**src/sv/vector_rotate_polar_table_macros.svh**
```systemverilog
// Assertion macros for the vector rotation block
`ifndef VECTOR_ROTATE_POLAR_TABLE_MACROS_SVH
`define VECTOR_ROTATE_POLAR_TABLE_MACROS_SVH

// Check that a condition implies a consequence on the same edge
`define VRP_ASSERT_IMPL(label, clk, rst, cond, conseq, msg) \
  label: assert property (@(posedge clk) disable iff (rst) (cond) |-> (conseq)) \
    else $error(msg);

// Check that a condition implies a consequence on the next edge
`define VRP_ASSERT_NEXT(label, clk, rst, cond, conseq, msg) \
  label: assert property (@(posedge clk) disable iff (rst) (cond) |=> (conseq)) \
    else $error(msg);

`endif

```
**src/sv/vrp_pkg.sv**
```systemverilog
package vrp_pkg;

  localparam int COORD_BITS_DEF = 15;
  localparam int FRAC_BITS_DEF  = 8;
  localparam int BASE_BITS      = 8;
  localparam int TURN_BITS      = 9;
  localparam int OUT_BITS       = 16;
  localparam int DEG_BITS       = 9;
  localparam int SEARCH_LIMIT   = 32;
  localparam int SEED_DEG       = 21;
  localparam int UPPER_DEG      = 46;
  localparam int LOWER_DEG      = 1;

  // Controller states
  typedef enum logic [3:0] {
    ST_IDLE,
    ST_ROOT_MUL,
    ST_ROOT_DIV,
    ST_ROOT_STEP,
    ST_PHASE_DIV,
    ST_SEARCH_RD,
    ST_SEARCH_EVAL,
    ST_SEARCH_DIV,
    ST_SEARCH_STEP,
    ST_FOLD,
    ST_OUT_RD,
    ST_OUT_MUL,
    ST_OUT_HOLD
  } state_t;

  // Controller commands to the datapath
  typedef struct packed {
    logic load;
    logic root_mul;
    logic root_div_start;
    logic root_step;
    logic phase_div_start;
    logic search_rd;
    logic search_eval;
    logic search_div_start;
    logic search_step;
    logic fold;
    logic out_rd;
    logic out_mul;
  } cmd_t;

  // Datapath status to the controller
  typedef struct packed {
    logic div_done;
    logic root_done;
    logic axis_case;
    logic search_stop;
    logic search_final;
  } status_t;

  // Quarter sine, 256 * sin(k deg)
  function automatic logic [8:0] quarter_sine(input logic [6:0] k);
    logic [8:0] v;
    case (k)
      7'd0: v = 9'd0;     7'd1: v = 9'd4;     7'd2: v = 9'd9;     7'd3: v = 9'd13;
      7'd4: v = 9'd18;    7'd5: v = 9'd22;    7'd6: v = 9'd27;    7'd7: v = 9'd31;
      7'd8: v = 9'd36;    7'd9: v = 9'd40;    7'd10: v = 9'd44;   7'd11: v = 9'd49;
      7'd12: v = 9'd53;   7'd13: v = 9'd58;   7'd14: v = 9'd62;   7'd15: v = 9'd66;
      7'd16: v = 9'd71;   7'd17: v = 9'd75;   7'd18: v = 9'd79;   7'd19: v = 9'd83;
      7'd20: v = 9'd88;   7'd21: v = 9'd92;   7'd22: v = 9'd96;   7'd23: v = 9'd100;
      7'd24: v = 9'd104;  7'd25: v = 9'd108;  7'd26: v = 9'd112;  7'd27: v = 9'd116;
      7'd28: v = 9'd120;  7'd29: v = 9'd124;  7'd30: v = 9'd128;  7'd31: v = 9'd132;
      7'd32: v = 9'd136;  7'd33: v = 9'd139;  7'd34: v = 9'd143;  7'd35: v = 9'd147;
      7'd36: v = 9'd150;  7'd37: v = 9'd154;  7'd38: v = 9'd158;  7'd39: v = 9'd161;
      7'd40: v = 9'd165;  7'd41: v = 9'd168;  7'd42: v = 9'd171;  7'd43: v = 9'd175;
      7'd44: v = 9'd178;  7'd45: v = 9'd181;  7'd46: v = 9'd184;  7'd47: v = 9'd187;
      7'd48: v = 9'd190;  7'd49: v = 9'd193;  7'd50: v = 9'd196;  7'd51: v = 9'd199;
      7'd52: v = 9'd202;  7'd53: v = 9'd204;  7'd54: v = 9'd207;  7'd55: v = 9'd210;
      7'd56: v = 9'd212;  7'd57: v = 9'd215;  7'd58: v = 9'd217;  7'd59: v = 9'd219;
      7'd60: v = 9'd222;  7'd61: v = 9'd224;  7'd62: v = 9'd226;  7'd63: v = 9'd228;
      7'd64: v = 9'd230;  7'd65: v = 9'd232;  7'd66: v = 9'd234;  7'd67: v = 9'd236;
      7'd68: v = 9'd237;  7'd69: v = 9'd239;  7'd70: v = 9'd241;  7'd71: v = 9'd242;
      7'd72: v = 9'd243;  7'd73: v = 9'd245;  7'd74: v = 9'd246;  7'd75: v = 9'd247;
      7'd76: v = 9'd248;  7'd77: v = 9'd249;  7'd78: v = 9'd250;  7'd79: v = 9'd251;
      7'd80: v = 9'd252;  7'd81: v = 9'd253;  7'd82: v = 9'd254;  7'd83: v = 9'd254;
      7'd84: v = 9'd255;  7'd85: v = 9'd255;  7'd86: v = 9'd255;  7'd87: v = 9'd256;
      7'd88: v = 9'd256;  7'd89: v = 9'd256;  7'd90: v = 9'd256;
      default: v = 9'd0;
    endcase
    return v;
  endfunction

  // Full-circle sine entry at the base scale, degree 0..359
  function automatic logic signed [9:0] base_sine(input logic [8:0] d);
    logic [8:0] k;
    logic       neg;
    logic [8:0] m;
    k   = (d >= 9'd180) ? 9'(d - 9'd180) : d;
    neg = (d >= 9'd180);
    m   = (k > 9'd90) ? 9'(9'd180 - k) : k;
    if (neg) begin
      return -$signed({1'b0, quarter_sine(m[6:0])});
    end else begin
      return $signed({1'b0, quarter_sine(m[6:0])});
    end
  endfunction

endpackage

```
**src/sv/vrp_ctrl.sv**
```systemverilog
module vrp_ctrl (
  input  logic             clk,
  input  logic             rst,
  input  logic             in_fire,
  input  logic             out_fire,
  input  vrp_pkg::status_t status,
  output vrp_pkg::cmd_t    cmd,
  output logic             busy,
  output logic             out_valid
);
  import vrp_pkg::*;

  state_t state, state_next;

  always_ff @(posedge clk) begin
    if (rst) begin
      state <= ST_IDLE;
    end else begin
      state <= state_next;
    end
  end

  // Next state
  always_comb begin
    state_next = state;
    case (state)
      ST_IDLE:        if (in_fire) state_next = ST_ROOT_MUL;
      ST_ROOT_MUL:    state_next = ST_ROOT_DIV;
      ST_ROOT_DIV:    if (status.div_done) state_next = ST_ROOT_STEP;
      ST_ROOT_STEP: begin
        if (!status.root_done) begin
          state_next = ST_ROOT_MUL;
        end else if (status.axis_case) begin
          state_next = ST_FOLD;
        end else begin
          state_next = ST_PHASE_DIV;
        end
      end
      ST_PHASE_DIV:   if (status.div_done) state_next = ST_SEARCH_RD;
      ST_SEARCH_RD:   state_next = ST_SEARCH_EVAL;
      ST_SEARCH_EVAL: begin
        if (status.search_stop) begin
          state_next = ST_FOLD;
        end else if (status.search_final) begin
          state_next = ST_FOLD;
        end else begin
          state_next = ST_SEARCH_DIV;
        end
      end
      ST_SEARCH_DIV:  if (status.div_done) state_next = ST_SEARCH_STEP;
      ST_SEARCH_STEP: state_next = ST_SEARCH_RD;
      ST_FOLD:        state_next = ST_OUT_RD;
      ST_OUT_RD:      state_next = ST_OUT_MUL;
      ST_OUT_MUL:     state_next = ST_OUT_HOLD;
      ST_OUT_HOLD:    if (out_fire) state_next = ST_IDLE;
      default:        state_next = ST_IDLE;
    endcase
  end

  // Commands
  always_comb begin
    cmd                  = '0;
    cmd.load             = (state == ST_IDLE) && in_fire;
    cmd.root_mul         = (state == ST_ROOT_MUL);
    cmd.root_div_start   = (state == ST_ROOT_MUL);
    cmd.root_step        = (state == ST_ROOT_STEP);
    cmd.phase_div_start  = (state == ST_ROOT_STEP) && status.root_done && !status.axis_case;
    cmd.search_rd        = (state == ST_SEARCH_RD);
    cmd.search_eval      = (state == ST_SEARCH_EVAL);
    cmd.search_div_start = (state == ST_SEARCH_EVAL) && !status.search_stop
                           && !status.search_final;
    cmd.search_step      = (state == ST_SEARCH_STEP);
    cmd.fold             = (state == ST_FOLD);
    cmd.out_rd           = (state == ST_OUT_RD);
    cmd.out_mul          = (state == ST_OUT_MUL);
    busy                 = (state != ST_IDLE);
    out_valid            = (state == ST_OUT_HOLD);
  end
endmodule

```
**config.mk**
```make
export PLATFORM = sky130hd
export DESIGN_NAME = vrp_ctrl
export DESIGN_NICKNAME = d
export VERILOG_FILES = /design/src/sv/vector_rotate_polar_table_macros.svh /design/src/sv/vrp_pkg.sv /design/src/sv/vrp_ctrl.sv
export SDC_FILE = /design/constraint.sdc
export NUM_CORES = 1
export LEC_CHECK = 0
export BUFFER_PORTS_ARGS = -buffer_cell sky130_fd_sc_hd__buf_2
export CORE_AREA = 2 2 39 41
export CTS_CLUSTER_SIZE = 12
export DETAILED_ROUTE_END_ITERATION = 7
export DIE_AREA = 0 0 41 43
export GPL_ROUTABILITY_DRIVEN = 0
export HOLD_SLACK_MARGIN = 0.15
export PLACE_DENSITY = 0.66
export SYNTH_ARGS = -nofsm -noshare
export SYNTH_HDL_FRONTEND = slang
export SYNTH_SLANG_ARGS = --single-unit
```
**constraint.sdc**
```tcl
create_clock -name clk -period 2 [get_ports clk]
set_input_delay 0.1 -clock clk [delete_from_list [all_inputs] [get_ports clk]]
set_output_delay 0.1 -clock clk [all_outputs]
set_load 0.03 [all_outputs]
```
==> results.sh <==
export IMPL_vias=519
export IMPL_fp_dieW_um=41
export IMPL_syn_nets=71
export IMPL_vdd_ir_drop_max_mv=0.419
export IMPL_synth_edf_count=0
export IMPL_grt_setup_unrepaired="no"
export IMPL_track_usage_pct=14.5
export IMPL_most_common_layout_cells="buf_2, nor2_1, nand2_1, nor3_1"
export IMPL_tritoncts="yes"
export IMPL_clkSlewWorstSetupHoldPaths_ps=40
export IMPL_initial_core_util_pct=29.7
export IMPL_top_regs="state: 4 flops"
export IMPL_vias_per_cell=5.24
export IMPL_grt_pass1_vias=463
export IMPL_drive_gt1_share_pct=30.1
export IMPL_antennaDiodeCount=0
export IMPL_die_area_sq_um=1760
export IMPL_worstPathMaxFanout=13
export IMPL_regMostFlops="state"
export IMPL_clock_path_buffers=2
export IMPL_crit_type="reg -> reg"
export IMPL_grt_pass1_wl_mm=1.83
export IMPL_ys_ff_latch=4
export IMPL_yosysWarnings=0
export IMPL_cp_top_family="flip-flops"
export IMPL_drt_iter0_drc=11
export IMPL_period_minus_slack_ps=1660
export IMPL_required_ps=2140
export IMPL_finalSetupViolCount=0
export IMPL_postSynthCellCount=62
export IMPL_cp_arrival_ps=1800
export IMPL_p_leak_nw=0.252
export IMPL_period_share_pct=82.9
export IMPL_max_freq_mhz=603
export IMPL_syn_avg_cell_area_sq_um=6.62
export IMPL_overflow=0
export IMPL_syn_cell_area_sq_um=410
export IMPL_cts_sinks=4
export IMPL_power_w=0.000900
export IMPL_io_buffers=22
export IMPL_synthArstFlopShare_pct=0
export IMPL_setup_tns_final_ps=0
export IMPL_hp_class="in -> reg"
export IMPL_tightest_slew_ps=452
export IMPL_status="finished clean"
export IMPL_max_stage_delay_ps=570
export IMPL_power_density_nw_per_um2=1650
export IMPL_hold_violations=0
export IMPL_ant_nets=0
export IMPL_rows=14
export IMPL_cp_cell_sequence="xnor2_1 > a22o_1 > or2_1 > a221oi_1"
export IMPL_largest_reg_flops=4
export IMPL_yosysUniqueCellTypes=29
export IMPL_cap_violations=0
export IMPL_dr_pass1_iters=4
export IMPL_critPathBufInv=0
export IMPL_hpwl_um=866
export IMPL_core_sq_um=1380
export IMPL_cp_slowest_cell="dfxtp_1"
export IMPL_startpoint_type="flip-flop"
export IMPL_io_pins=23
export IMPL_slew_violations=0
export IMPL_seq_area_frac_synth_pct=19.5
export IMPL_route_detailed_drc=0
export IMPL_antenna_found_initial=0
export IMPL_clock_latency_ps=230
export IMPL_synth_flop_cell="dfxtp_1"
export IMPL_routed_wl_mm=1.11
export IMPL_layout_commonest_cell="buf_2"
export IMPL_ctsRootBufferMaster="clkbuf_4"
export IMPL_cts_max_level=1
export IMPL_grt_max_degree=17
export IMPL_clock_skew_ps=1.85
export IMPL_numCtsBuffers=3
export IMPL_end_kind="flip-flop"
export IMPL_areaGrowthSynthToFinish_pct=33.2
export IMPL_postCtsSetupBuffers=0
export IMPL_slew_limit_headroom_pct=69.8
export IMPL_die_h_um=43
export IMPL_drt_wirelength_per_cell_um=11.2
export IMPL_final_nets=94
path summary, 6_finish.rpt:
kind | start | end | slack, ps | cells past startpoint
worst max-delay path | state[0] | state[2] | 340 | 4
worst min-delay path | status[1] | state[2] | 260 | 4
worst max register to register | state[0] | state[2] | 340 | 4
worst min register to register | state[2] | state[2] | 650 | 2
per-layer routing:
layer / part of all wire, % / GRT usage (%) / vias to the layer above
li1: - / - / 269
met1: 45 / 18.6 / 236
met2: 49 / 22.8 / 14
met5: 0 / 0 / -
met4: 0 / 7.33 / 0
met3: 5.8 / 1.57 / 0
layout make-up:
| type | instances | area (sq um) |
|---|---|---|
| clock buffer | 3 | 22.5 |
| fill | 152 | 837 |
| inverter | 3 | 11.3 |
| tap | 16 | 20.0 |
| sequential | 4 | 80.1 |
| multi-input combinational | 50 | 293 |
| timing repair buffer | 23 | 120 |
worst min-delay path, cell delays in order:
cell and delay, ps:
buf_2 90, o31ai_1 80, nand3_1 90, a221oi_1 70
stage by stage:
stage	hold WS (ps)	setup WS (ps)	util (%)	cells	instance area, sq um
2_1_floorplan	169	242	-	62	410
3_3_place_gp	313	383	37.2	95	514
3_5_place_dp	316	338	37.2	95	514
4_1_cts	251	328	39.5	99	547
5_1_grt	290	168	39.5	99	547
6_report	256	341	39.5	99	547
Yosys cell counts, types with 2 or more instances:
library cell | instances | area, sq um
nor2_1 | 9 | 33.8
nand2_1 | 5 | 18.8
nor3_1 | 5 | 25.0
dfxtp_1 | 4 | 80.1
nand2b_1 | 4 | 25.0
a211oi_1 | 3 | 22.5
a21oi_1 | 3 | 15.0
buf_2 | 3 | 15.0
inv_1 | 3 | 11.3
nor4_1 | 3 | 18.8
o21ai_0 | 2 | 10.0
repair_timing:
item / in CTS / in global routing
endpoints found under the hold margin: 4 / 0
resized for setup: 0 / 0
hold buffers: 1 / 0
kinds of logic (layout without fill, tap and decap cells):
family / count (synthesis) / count (layout) / share of synthesized area (%)
AND/OR/NAND/NOR: 34 / 34 / 43.0
AO/OA/AOI/OAI: 15 / 15 / 26.2
buffers and inverters: 8 / 29 / 9.14
flip-flops: 4 / 4 / 19.5
XOR/XNOR: 1 / 1 / 2.13
report_power, final:
| group | internal [W] | switching, W |
|---|---|---|
| clock | 0.0000670 | 0.0000312 |
| combinational | 0.000206 | 0.000365 |
| sequential | 0.000116 | 0.000115 |
Power figures use the tool's default switching activity.
